`src/rtl/core/pcb_pkg.sv`:
```
// ----------------------------------------------------------------------------
// pcb_pkg: shared types and constants for the pixel contrast/brightness block
// Holds stream and register widths, pipeline depth, reciprocal sizing and the
// parameter bundle that the control unit hands to the channel datapaths.
// ----------------------------------------------------------------------------
`default_nettype none

package pcb_pkg;

    // stream geometry
    localparam int CHANNELS   = 3;
    localparam int CHAN_W     = 8;
    localparam int DATA_W     = ((CHANNELS * CHAN_W + 7) / 8) * 8;

    // channel datapath depth, input register to output register
    localparam int PIPE_DEPTH = 7;

    // apb register map
    localparam int APB_DATA_W = 32;
    localparam int APB_ADDR_W = 3;
    localparam logic REG_CONTRAST   = 1'b0;
    localparam logic REG_BRIGHTNESS = 1'b1;

    // reciprocal: m = ceil(2^RECIP_SHIFT / d), d in 3..255
    localparam int RECIP_SHIFT = 24;
    localparam int M_W         = 23;
    localparam int DIV_STEPS   = RECIP_SHIFT + 1;
    localparam int DIV_CNT_W   = $clog2(DIV_STEPS + 1);

    // percent to 0..255 scale: x/100 == (x*5243) >> 19 for x <= 25500
    localparam int PCT_RECIP       = 5243;
    localparam int PCT_RECIP_SHIFT = 19;

    // derived parameters; the user must keep them stable while beats are in flight, the block does not enforce it
    typedef struct packed {
        logic               ready;
        logic               a_pos;
        logic               a_neg;
        logic               a_full;
        logic signed [8:0]  a;
        logic signed [8:0]  b;
        logic [7:0]         d;
        logic [M_W-1:0]     m;
    } pcb_params_t;

    // saturate a signed sum to 0..255
    function automatic logic [7:0] sat8(input logic signed [9:0] x);
        logic [7:0] res;
        if (x < 0) begin
            res = 8'd0;
        end else if (x > 10'sd255) begin
            res = 8'd255;
        end else begin
            res = x[7:0];
        end
        return res;
    endfunction

endpackage

`default_nettype wire

```
`src/rtl/core/pcb_recip.sv`:
```
// ----------------------------------------------------------------------------
// pcb_recip: reciprocal of the contrast divisor
// Restoring divider, one quotient bit per cycle, computes
// m = ceil(2^24 / d) = floor((2^24 + d - 1) / d) in DIV_STEPS restoring steps.
// ----------------------------------------------------------------------------
`default_nettype none

module pcb_recip (
    input  wire logic                  aclk,
    input  wire logic                  aresetn,
    input  wire logic                  start,
    input  wire logic [7:0]            d,
    output logic                       done,
    output logic [pcb_pkg::M_W-1:0]    m
);
    import pcb_pkg::*;

    logic                 busy_reg,  busy_next;
    logic                 done_reg,  done_next;
    logic [DIV_CNT_W-1:0] cnt_reg,   cnt_next;
    logic [DIV_STEPS-1:0] num_reg,   num_next;
    logic [7:0]           rem_reg,   rem_next;
    logic [7:0]           d_reg,     d_next;
    logic [M_W-1:0]       quo_reg,   quo_next;

    logic [8:0]           rem_sh;
    logic [8:0]           rem_sub;
    logic                 ge;

    // one restoring step
    always_comb begin
        rem_sh  = {rem_reg, num_reg[DIV_STEPS-1]};
        ge      = (rem_sh >= {1'b0, d_reg});
        rem_sub = rem_sh - {1'b0, d_reg};
    end

    // sequencing
    always_comb begin
        busy_next = busy_reg;
        done_next = 1'b0;
        cnt_next  = cnt_reg;
        num_next  = num_reg;
        rem_next  = rem_reg;
        d_next    = d_reg;
        quo_next  = quo_reg;
        if (start) begin
            busy_next = 1'b1;
            cnt_next  = '0;
            num_next  = (DIV_STEPS'(1) << RECIP_SHIFT) + DIV_STEPS'(d) - DIV_STEPS'(1);
            rem_next  = '0;
            d_next    = d;
            quo_next  = '0;
        end else if (busy_reg) begin
            num_next = {num_reg[DIV_STEPS-2:0], 1'b0};
            rem_next = ge ? rem_sub[7:0] : rem_sh[7:0];
            quo_next = {quo_reg[M_W-2:0], ge};
            cnt_next = cnt_reg + DIV_CNT_W'(1);
            if (cnt_reg == DIV_CNT_W'(DIV_STEPS - 1)) begin
                busy_next = 1'b0;
                done_next = 1'b1;
            end
        end
    end

    // control state
    always_ff @(posedge aclk) begin
        if (!aresetn) begin
            busy_reg <= 1'b0;
            done_reg <= 1'b0;
            cnt_reg  <= '0;
        end else begin
            busy_reg <= busy_next;
            done_reg <= done_next;
            cnt_reg  <= cnt_next;
        end
    end

    // datapath
    always_ff @(posedge aclk) begin
        num_reg <= num_next;
        rem_reg <= rem_next;
        d_reg   <= d_next;
        quo_reg <= quo_next;
    end

    assign done = done_reg;
    assign m    = quo_reg;

endmodule

`default_nettype wire

```
`src/rtl/core/pcb_param.sv`:
```
// ----------------------------------------------------------------------------
// pcb_param: register file and parameter preparation
// APB register file for contrast and brightness percent; after reset or any
// write it rescales both to -255..255, derives the contrast divisor and runs the
// reciprocal unit, then flags the parameters ready.
// ----------------------------------------------------------------------------
`default_nettype none

module pcb_param (
    input  wire logic                          aclk,
    input  wire logic                          aresetn,
    input  wire logic                          psel,
    input  wire logic                          penable,
    input  wire logic                          pwrite,
    input  wire logic [pcb_pkg::APB_ADDR_W-1:0] paddr,
    input  wire logic [pcb_pkg::APB_DATA_W-1:0] pwdata,
    output logic [pcb_pkg::APB_DATA_W-1:0]     prdata,
    output logic                               pready,
    output pcb_pkg::pcb_params_t               prm
);
    import pcb_pkg::*;

    typedef enum logic [3:0] {
        ST_CALC = 4'b0001,
        ST_LOAD = 4'b0010,
        ST_DIV  = 4'b0100,
        ST_RUN  = 4'b1000
    } pcb_state_t;

    pcb_state_t         state_reg, state_next;
    logic signed [7:0]  contrast_reg, contrast_next;
    logic signed [7:0]  bright_reg,   bright_next;
    logic signed [8:0]  a_reg, a_next;
    logic signed [8:0]  b_reg, b_next;
    logic [7:0]         d_reg, d_next;
    logic               pos_reg, pos_next;
    logic               neg_reg, neg_next;
    logic               full_reg, full_next;
    logic [M_W-1:0]     m_reg, m_next;

    logic               wr_en;
    logic               reg_sel;
    logic               div_start;
    logic               div_done;
    logic [M_W-1:0]     div_m;
    logic signed [7:0]  rd_val;

    // percent to signed -255..255 scale, clamped, truncated toward zero
    function automatic logic signed [8:0] scale_pct(input logic signed [7:0] p);
        logic [6:0]  mag;
        logic        neg;
        logic [14:0] x255;
        logic [27:0] prod;
        logic [7:0]  amag;
        neg = p[7];
        if (p < -8'sd100) begin
            mag = 7'd100;
        end else if (p > 8'sd100) begin
            mag = 7'd100;
        end else if (neg) begin
            mag = 7'(-p);
        end else begin
            mag = p[6:0];
        end
        x255 = {mag, 8'b0} - 15'(mag);
        prod = 28'(x255) * 28'(PCT_RECIP);
        amag = prod[PCT_RECIP_SHIFT+7:PCT_RECIP_SHIFT];
        return neg ? -$signed({1'b0, amag}) : $signed({1'b0, amag});
    endfunction

    // apb access
    assign wr_en   = psel && penable && pwrite;
    assign reg_sel = paddr[2];
    assign pready  = 1'b1;
    assign rd_val  = (reg_sel == REG_BRIGHTNESS) ? bright_reg : contrast_reg;
    always_comb begin
        prdata = {{(APB_DATA_W-8){rd_val[7]}}, rd_val};
    end

    always_comb begin
        contrast_next = contrast_reg;
        bright_next   = bright_reg;
        if (wr_en) begin
            case (reg_sel)
                REG_CONTRAST:   contrast_next = pwdata[7:0];
                REG_BRIGHTNESS: bright_next   = pwdata[7:0];
                default:        contrast_next = contrast_reg;
            endcase
        end
    end

    // parameter preparation sequence
    always_comb begin
        state_next = state_reg;
        a_next     = a_reg;
        b_next     = b_reg;
        d_next     = d_reg;
        pos_next   = pos_reg;
        neg_next   = neg_reg;
        full_next  = full_reg;
        m_next     = m_reg;
        div_start  = 1'b0;
        case (state_reg)
            ST_CALC: begin
                a_next     = scale_pct(contrast_reg);
                b_next     = scale_pct(bright_reg);
                state_next = ST_LOAD;
            end
            ST_LOAD: begin
                pos_next   = !a_reg[8] && (a_reg != 9'sd0);
                neg_next   = a_reg[8];
                full_next  = (a_reg == 9'sd255);
                d_next     = (!a_reg[8] && (a_reg != 9'sd0) && (a_reg != 9'sd255))
                             ? 8'(9'sd255 - a_reg) : 8'd255;
                state_next = ST_DIV;
            end
            ST_DIV: begin
                if (div_done) begin
                    m_next     = div_m;
                    state_next = ST_RUN;
                end
            end
            ST_RUN: begin
                state_next = ST_RUN;
            end
            default: begin
                state_next = ST_CALC;
            end
        endcase
        if (state_reg == ST_LOAD) begin
            div_start = 1'b1;
        end
        if (wr_en) begin
            state_next = ST_CALC;
        end
    end

    // divisor used by the reciprocal unit comes straight from the load step
    pcb_recip u_recip (
        .aclk    (aclk),
        .aresetn (aresetn),
        .start   (div_start),
        .d       (d_next),
        .done    (div_done),
        .m       (div_m)
    );

    always_ff @(posedge aclk) begin
        if (!aresetn) begin
            state_reg    <= ST_CALC;
            contrast_reg <= '0;
            bright_reg   <= '0;
        end else begin
            state_reg    <= state_next;
            contrast_reg <= contrast_next;
            bright_reg   <= bright_next;
        end
    end

    always_ff @(posedge aclk) begin
        a_reg    <= a_next;
        b_reg    <= b_next;
        d_reg    <= d_next;
        pos_reg  <= pos_next;
        neg_reg  <= neg_next;
        full_reg <= full_next;
        m_reg    <= m_next;
    end

    always_comb begin
        prm.ready  = (state_reg == ST_RUN);
        prm.a_pos  = pos_reg;
        prm.a_neg  = neg_reg;
        prm.a_full = full_reg;
        prm.a      = a_reg;
        prm.b      = b_reg;
        prm.d      = d_reg;
        prm.m      = m_reg;
    end

endmodule

`default_nettype wire

```
`src/rtl/core/pcb_chan.sv`:
```
// ----------------------------------------------------------------------------
// pcb_chan: one color channel of the adjustment pipeline
// Seven register stages: input, brightness pre-add, numerator, reciprocal
// multiply, remainder product, round-to-even, brightness post-add and select.
// ----------------------------------------------------------------------------
`default_nettype none

module pcb_chan (
    input  wire logic                 aclk,
    input  wire logic                 en,
    input  wire pcb_pkg::pcb_params_t prm,
    input  wire logic [7:0]           in_chan,
    output logic [7:0]                out_chan
);
    import pcb_pkg::*;

    logic [7:0]          v1_reg;
    logic [7:0]          w2_reg, w2_next;
    logic signed [17:0]  t3_reg, t3_next;
    logic [7:0]          w3_reg;
    logic [M_W+15:0]     p4_reg, p4_next;
    logic [15:0]         t4_reg;
    logic                neg4_reg;
    logic [7:0]          w4_reg;
    logic [14:0]         q5_reg;
    logic [15:0]         qd5_reg, qd5_next;
    logic [15:0]         t5_reg;
    logic                neg5_reg;
    logic [7:0]          w5_reg;
    logic [7:0]          c6_reg, c6_next;
    logic [7:0]          w6_reg;
    logic [7:0]          out7_reg, out7_next;

    logic signed [9:0]   vb;
    logic signed [17:0]  w255;
    logic signed [8:0]   xw;
    logic signed [17:0]  xa;
    logic signed [17:0]  a_sh;
    logic [22:0]         qd_full;
    logic [15:0]         rem;
    logic [8:0]          rem2;
    logic                up;
    logic [15:0]         qr;
    logic signed [9:0]   cb;

    // brightness first unless contrast is lowered
    always_comb begin
        vb      = $signed({2'b00, v1_reg}) + $signed({prm.b[8], prm.b});
        w2_next = prm.a_neg ? v1_reg : sat8(vb);
    end

    // numerator t = w*d + (w-128)*a
    always_comb begin
        w255    = $signed({2'b00, w2_reg, 8'b0}) - $signed({10'b0, w2_reg});
        xw      = $signed({1'b0, w2_reg}) - 9'sd128;
        xa      = xw * prm.a;
        a_sh    = $signed({{2{prm.a[8]}}, prm.a, 7'b0});
        t3_next = prm.a_pos ? (w255 - a_sh) : (w255 + xa);
    end

    // quotient estimate through the reciprocal
    always_comb begin
        p4_next = (M_W+16)'(t3_reg[15:0]) * (M_W+16)'(prm.m);
    end

    // quotient times divisor for the remainder
    always_comb begin
        qd_full  = 23'(p4_reg[M_W+15:RECIP_SHIFT]) * 23'(prm.d);
        qd5_next = qd_full[15:0];
    end

    // round half to even, then saturate; negative numerators give zero
    always_comb begin
        rem  = t5_reg - qd5_reg;
        rem2 = {rem[7:0], 1'b0};
        up   = (rem2 > {1'b0, prm.d}) || ((rem2 == {1'b0, prm.d}) && q5_reg[0]);
        qr   = {1'b0, q5_reg} + 16'(up);
        if (neg5_reg) begin
            c6_next = 8'd0;
        end else if (qr > 16'd255) begin
            c6_next = 8'd255;
        end else begin
            c6_next = qr[7:0];
        end
    end

    // mode select and brightness post-add
    always_comb begin
        cb = $signed({2'b00, c6_reg}) + $signed({prm.b[8], prm.b});
        if (prm.a_full) begin
            out7_next = w6_reg[7] ? 8'd255 : 8'd0;
        end else if (prm.a_pos) begin
            out7_next = c6_reg;
        end else if (prm.a_neg) begin
            out7_next = sat8(cb);
        end else begin
            out7_next = w6_reg;
        end
    end

    // pipeline registers advance together
    always_ff @(posedge aclk) begin
        if (en) begin
            v1_reg   <= in_chan;
            w2_reg   <= w2_next;
            t3_reg   <= t3_next;
            w3_reg   <= w2_reg;
            p4_reg   <= p4_next;
            t4_reg   <= t3_reg[15:0];
            neg4_reg <= t3_reg[17];
            w4_reg   <= w3_reg;
            q5_reg   <= p4_reg[M_W+15:RECIP_SHIFT];
            qd5_reg  <= qd5_next;
            t5_reg   <= t4_reg;
            neg5_reg <= neg4_reg;
            w5_reg   <= w4_reg;
            c6_reg   <= c6_next;
            w6_reg   <= w5_reg;
            out7_reg <= out7_next;
        end
    end

    assign out_chan = out7_reg;

endmodule

`default_nettype wire

```
`src/rtl/core/pixel_contrast_brightness_top.sv`:
```
// ----------------------------------------------------------------------------
// pixel_contrast_brightness_top: per-pixel brightness and contrast adjustment
// Input pixels arrive on the s_ stream, adjusted pixels leave on the m_ stream.
// Contrast and brightness percent are set through the APB port: contrast at
// byte address 0, brightness at byte address 4, both 8-bit signed.
// One beat per cycle is accepted while the parameters are ready and the output
// register is empty or being taken; every pixel passes through the seven
// register stages of the channel datapath.
// When the receiver stalls, the whole pipeline holds and s_tready drops; no
// beat is lost or repeated.
// After reset, and after each register write, s_tready stays low while the
// percentages are rescaled and the contrast divisor reciprocal is computed by
// a one-bit-per-cycle divider (25 steps).
// Reset clears the registers to zero percent, which passes pixels unchanged.
// ----------------------------------------------------------------------------
`default_nettype none

module pixel_contrast_brightness_top (
    input  wire logic                           aclk,
    input  wire logic                           aresetn,
    // apb register port
    input  wire logic                           psel,
    input  wire logic                           penable,
    input  wire logic                           pwrite,
    input  wire logic [pcb_pkg::APB_ADDR_W-1:0] paddr,
    input  wire logic [pcb_pkg::APB_DATA_W-1:0] pwdata,
    output logic [pcb_pkg::APB_DATA_W-1:0]      prdata,
    output logic                                pready,
    // pixel in
    input  wire logic                           s_tvalid,
    output logic                                s_tready,
    input  wire logic [pcb_pkg::DATA_W-1:0]     s_tdata,  // in_chan0, in_chan1, in_chan2
    // pixel out
    output logic                                m_tvalid,
    input  wire logic                           m_tready,
    output logic [pcb_pkg::DATA_W-1:0]          m_tdata   // out_chan0, out_chan1, out_chan2
);
    import pcb_pkg::*;

    pcb_params_t            prm;
    logic                   advance;
    logic [PIPE_DEPTH-1:0]  vld_reg, vld_next;
    logic [CHANNELS*CHAN_W-1:0] out_bits;

    // registers and derived parameters
    pcb_param u_param (
        .aclk    (aclk),
        .aresetn (aresetn),
        .psel    (psel),
        .penable (penable),
        .pwrite  (pwrite),
        .paddr   (paddr),
        .pwdata  (pwdata),
        .prdata  (prdata),
        .pready  (pready),
        .prm     (prm)
    );

    // global pipeline advance, held while the output beat waits
    assign advance  = !vld_reg[PIPE_DEPTH-1] || m_tready;
    assign s_tready = advance && prm.ready;

    always_comb begin
        vld_next = vld_reg;
        if (advance) begin
            vld_next = {vld_reg[PIPE_DEPTH-2:0], s_tvalid && s_tready};
        end
    end

    always_ff @(posedge aclk) begin
        if (!aresetn) begin
            vld_reg <= '0;
        end else begin
            vld_reg <= vld_next;
        end
    end

    // one datapath per channel
    for (genvar g = 0; g < CHANNELS; g++) begin : g_chan
        pcb_chan u_chan (
            .aclk     (aclk),
            .en       (advance),
            .prm      (prm),
            .in_chan  (s_tdata[g*CHAN_W +: CHAN_W]),
            .out_chan (out_bits[g*CHAN_W +: CHAN_W])
        );
    end

    assign m_tvalid = vld_reg[PIPE_DEPTH-1];
    assign m_tdata  = DATA_W'(out_bits);

endmodule

`default_nettype wire

```
`config.mk`:
```
export PLATFORM = sky130hd
export DESIGN_NAME = pixel_contrast_brightness_top
export DESIGN_NICKNAME = d
export VERILOG_FILES = /design/src/rtl/core/pcb_pkg.sv /design/src/rtl/core/pcb_recip.sv /design/src/rtl/core/pcb_param.sv /design/src/rtl/core/pcb_chan.sv /design/src/rtl/core/pixel_contrast_brightness_top.sv
export SDC_FILE = /design/constraint.sdc
export NUM_CORES = 2
export LEC_CHECK = 0
export ABC_CLOCK_PERIOD_IN_PS = 19000
export BUFFER_PORTS_ARGS = -buffer_cell sky130_fd_sc_hd__buf_4
export CAP_MARGIN = 20
export CELL_PAD_IN_SITES_DETAIL_PLACEMENT = 0
export CELL_PAD_IN_SITES_GLOBAL_PLACEMENT = 1
export CORE_UTILIZATION = 39
export CTS_BUF_LIST = sky130_fd_sc_hd__clkbuf_16
export DETAILED_ROUTE_END_ITERATION = 16
export PLACE_DENSITY = 0.73
export SYNTH_ARGS = -nofsm -noshare
export SYNTH_HDL_FRONTEND = slang
export SYNTH_SLANG_ARGS = --single-unit
export TNS_END_PERCENT = 50
```
`constraint.sdc`:
```
create_clock -name aclk -period 19 [get_ports aclk]
set_input_delay 1.9 -clock aclk [delete_from_list [all_inputs] [get_ports aclk]]
set_output_delay 1.9 -clock aclk [all_outputs]
set_load 0.01 [all_outputs]
```
==> results.toml <==
[run_status]
status = "complete, no violations"

[clock_network]
cts-root-buf = "clkbuf_16"
tritoncts = "yes"
cts_resized = 0
htree_levels = 3
hold_buffers = 0
insertion_delay_ns = 0.67
cts_setup_buffers = 0
clkSinkCount = 561
clockBufferDepth = 3
cts_made_buffers = 67
clkTransAtPathRegs_ns = 0.06

[worst_setup_path]
r2r_start = "u_param.bright_reg[7]"
endpoint_kind = "flip-flop"
cp_slowest_cell = "dfxtp_1"
startpoint_type = "flip-flop"
timing.rr.end = "u_param.b_reg[6]"
crit_arrival_ns = 9.38
critPathKind = "flip-flop to flip-flop"
r2r_slack_ns = 10.03
max_stage_delay_ns = 0.78
required_ns = 19.40
r2r_cells = 33
worstPathMaxFanout = 19
timing.critical_path.mode_cell = "inv_1"

[logic_synthesis]
synth.distinct_cells = 95
ys_top_cells_by_area = "fa_1 33%, edfxtp_1 19%, ha_1 14%"
synth.area.mux_share_pct = 0.7072
synthAdderAreaFrac_pct = 46.49
synth_edf_count = 488
synth_most_common_cell = "inv_1"
synthSimpleGateAreaFrac_pct = 13.07
yosysTopAreaCellShare_pct = 32.82
synth-compound-area-share_pct = 5.955
synth_seq_cells = 561
syn-mean-instance-area_um2 = 9.848
syn_inst = 7977
syn-cell-area_um2 = 78560
synth_top_family_by_area = "adder cells"
yosys_warnings = 0
yosys.area.top_type = "fa_1"
yosysSeqAreaShare_pct = 20.51
ys.flop_type = "edfxtp_1"
ys_top_cells_by_count = "1621 x inv_1, 1288 x fa_1, 1110 x nand2_1"
async_flop_share_pct = 0
synth_xor_area_share_pct = 3.652

[floorplan]
start_util_pct = 39.31
ios = 125
dieArea_um2 = 203200
die_h_um = 450.8
die_x_um = 450.8
rows = 164
core_area_um2 = 199900

[sta]
min_period_ns = 8.974
rsz0062_at_grt = "false"
relSlewSlack_pct = 23.71
worst-slew-pin-transition_ns = 1.144
fin_crit_sh_pct = 47.23
finalClockSkew_ns = 0.03468
hold_viol = 0
setup_tns_ns = 0
maxSlewViolCount = 0
setup_viol = 0
fmax_ghz = 0.1114

[final_layout]
largest_reg_flops = 51
nets = 10100
antennaDiodeCount = 0
area_growth_pct = 7.057
drive_gt1_share_pct = 4.498
fillCellCount = 19350

[routing]
drt_iter0_drc = 2861
wire_per_inst_um = 18.14
drc_errors = 0
wl_met2_mm = 93.70
wl_met3_mm = 8.126
drt_wl_total_mm = 192.2
vias = 53240
top_layer_used = "met4"
vias_per_cell = 5.026
postRouteAntennaNets = 0
drtPass1Iterations = 9
m1WireLength_mm = 84.95

[hold_path]
hold_depth = 0
hold_start = "g_chan[2].u_chan.w3_reg[7]"
min_path_type = "flip-flop to flip-flop"
holdPathEnd = "g_chan[2].u_chan.w4_reg[7]"

[grt]
grt_pass1_vias = 57180
antenna_found_initial = 0
track_usage_pct = 19.43
gr-total-overflow = 0
grt_max_degree = 166
grt_pass1_wl_mm = 312.7

[placement]
port_buffers = 97
place_hpwl_mm = 142.6
place_congestion = 0.8502

[job]
drv_cap = 0
## how the worst max path moves through the flow
stage	slack, ns	to	cells past startpoint	startpoint
final	10.03	u_param.b_reg[6]	33	u_param.bright_reg[7]
after global routing	9.32	u_param.b_reg[6]	33	u_param.bright_reg[7]
after CTS	10.0	u_param.b_reg[6]	33	u_param.bright_reg[7]
after detailed placement	10.02	u_param.b_reg[6]	33	u_param.bright_reg[7]
after global placement	10.15	u_param.b_reg[6]	31	u_param.bright_reg[7]
after floorplan	8.17	g_chan[0].u_chan.c6_reg[0]	3	m_tready
## cells in the final DEF, fill, tap and decap left out, types with 14 or more instances in the layout
cell type     n
clkinv_1     14
nand3_1      53
buf_4       187
mux2i_1      33
nand4_1      26
nand2b_1     71
o31ai_1      16
inv_1      1627
nand2_1    1110
a21oi_1     197
o21a_1       33
o21ai_0     154
a21boi_0     26
nor2b_1      73
mux2_2       20
a31oi_1      17
or3_1        20
xnor2_1     234
o21bai_1     30
nor3_1       35
clkbuf_16    69
fa_1       1288
a221oi_1     21
xor2_1       88
nor4_1       14
o32ai_1      22
a21o_1       74
and3_1       18
nor2_1      263
edfxtp_1    488
dfxtp_1      72
a211oi_1     15
and2_1      453
ha_1        858
## kinds of logic after synthesis
family                     count (synthesis)
AOI/OAI and AO/OA                        716
DFF                                      561
muxes                                     53
other                                      2
and+or+nand+nor                         2193
buffers and inverters                   1981
adders and majority gates               2146
xor gates and xnor gates                 325
## worst max-delay path, delay by kind of cell, from the launching register on
family	cells	cell delay [ns]
adders and majority gates	8	3.13
AOI/OAI and AO/OA	7	2.11
and+or+nand+nor	9	1.58
DFF	1	0.78
buffers and inverters	6	0.63
xor gates and xnor gates	2	0.29
muxes	1	0.18
## final cells by class
cell class                 count  area, µm²  area share (%)
clock buffer                  69       1727           2.053
clock inverter                49      407.9          0.4850
inverter                    1627       6115           7.270
multi-input combinational   5440      54940           65.33
sequential                   561      16120           19.16
tap                         2656       3323           3.951
timing repair buffer         190       1471           1.750
## metrics by stage
stage          hold WS (ns)  instance area [µm²]  worst slack [ns]  cells  util, %
6_report             0.4106                84100             10.03  10590    42.08
2_1_floorplan        0.4003                78580             8.172   7982        -
5_1_grt              0.4027                84100             9.319  10590    42.08
3_3_place_gp         0.4004                81920             10.15  10470    40.99
4_1_cts              0.3957                84050             9.997  10590    42.06
3_5_place_dp         0.4045                81920             10.02  10470    40.99
## routing by layer
layer	global-route usage (%)	vias up
met3	1.992	262
met1	25.96	27200
met2	33.23	1174
met5	0	-
li1	-	24600
met4	5.655	0
Power is left out: the tool's default activity adds up to more than one toggle a clock period on the data nets, which glitch-free logic cannot reach.
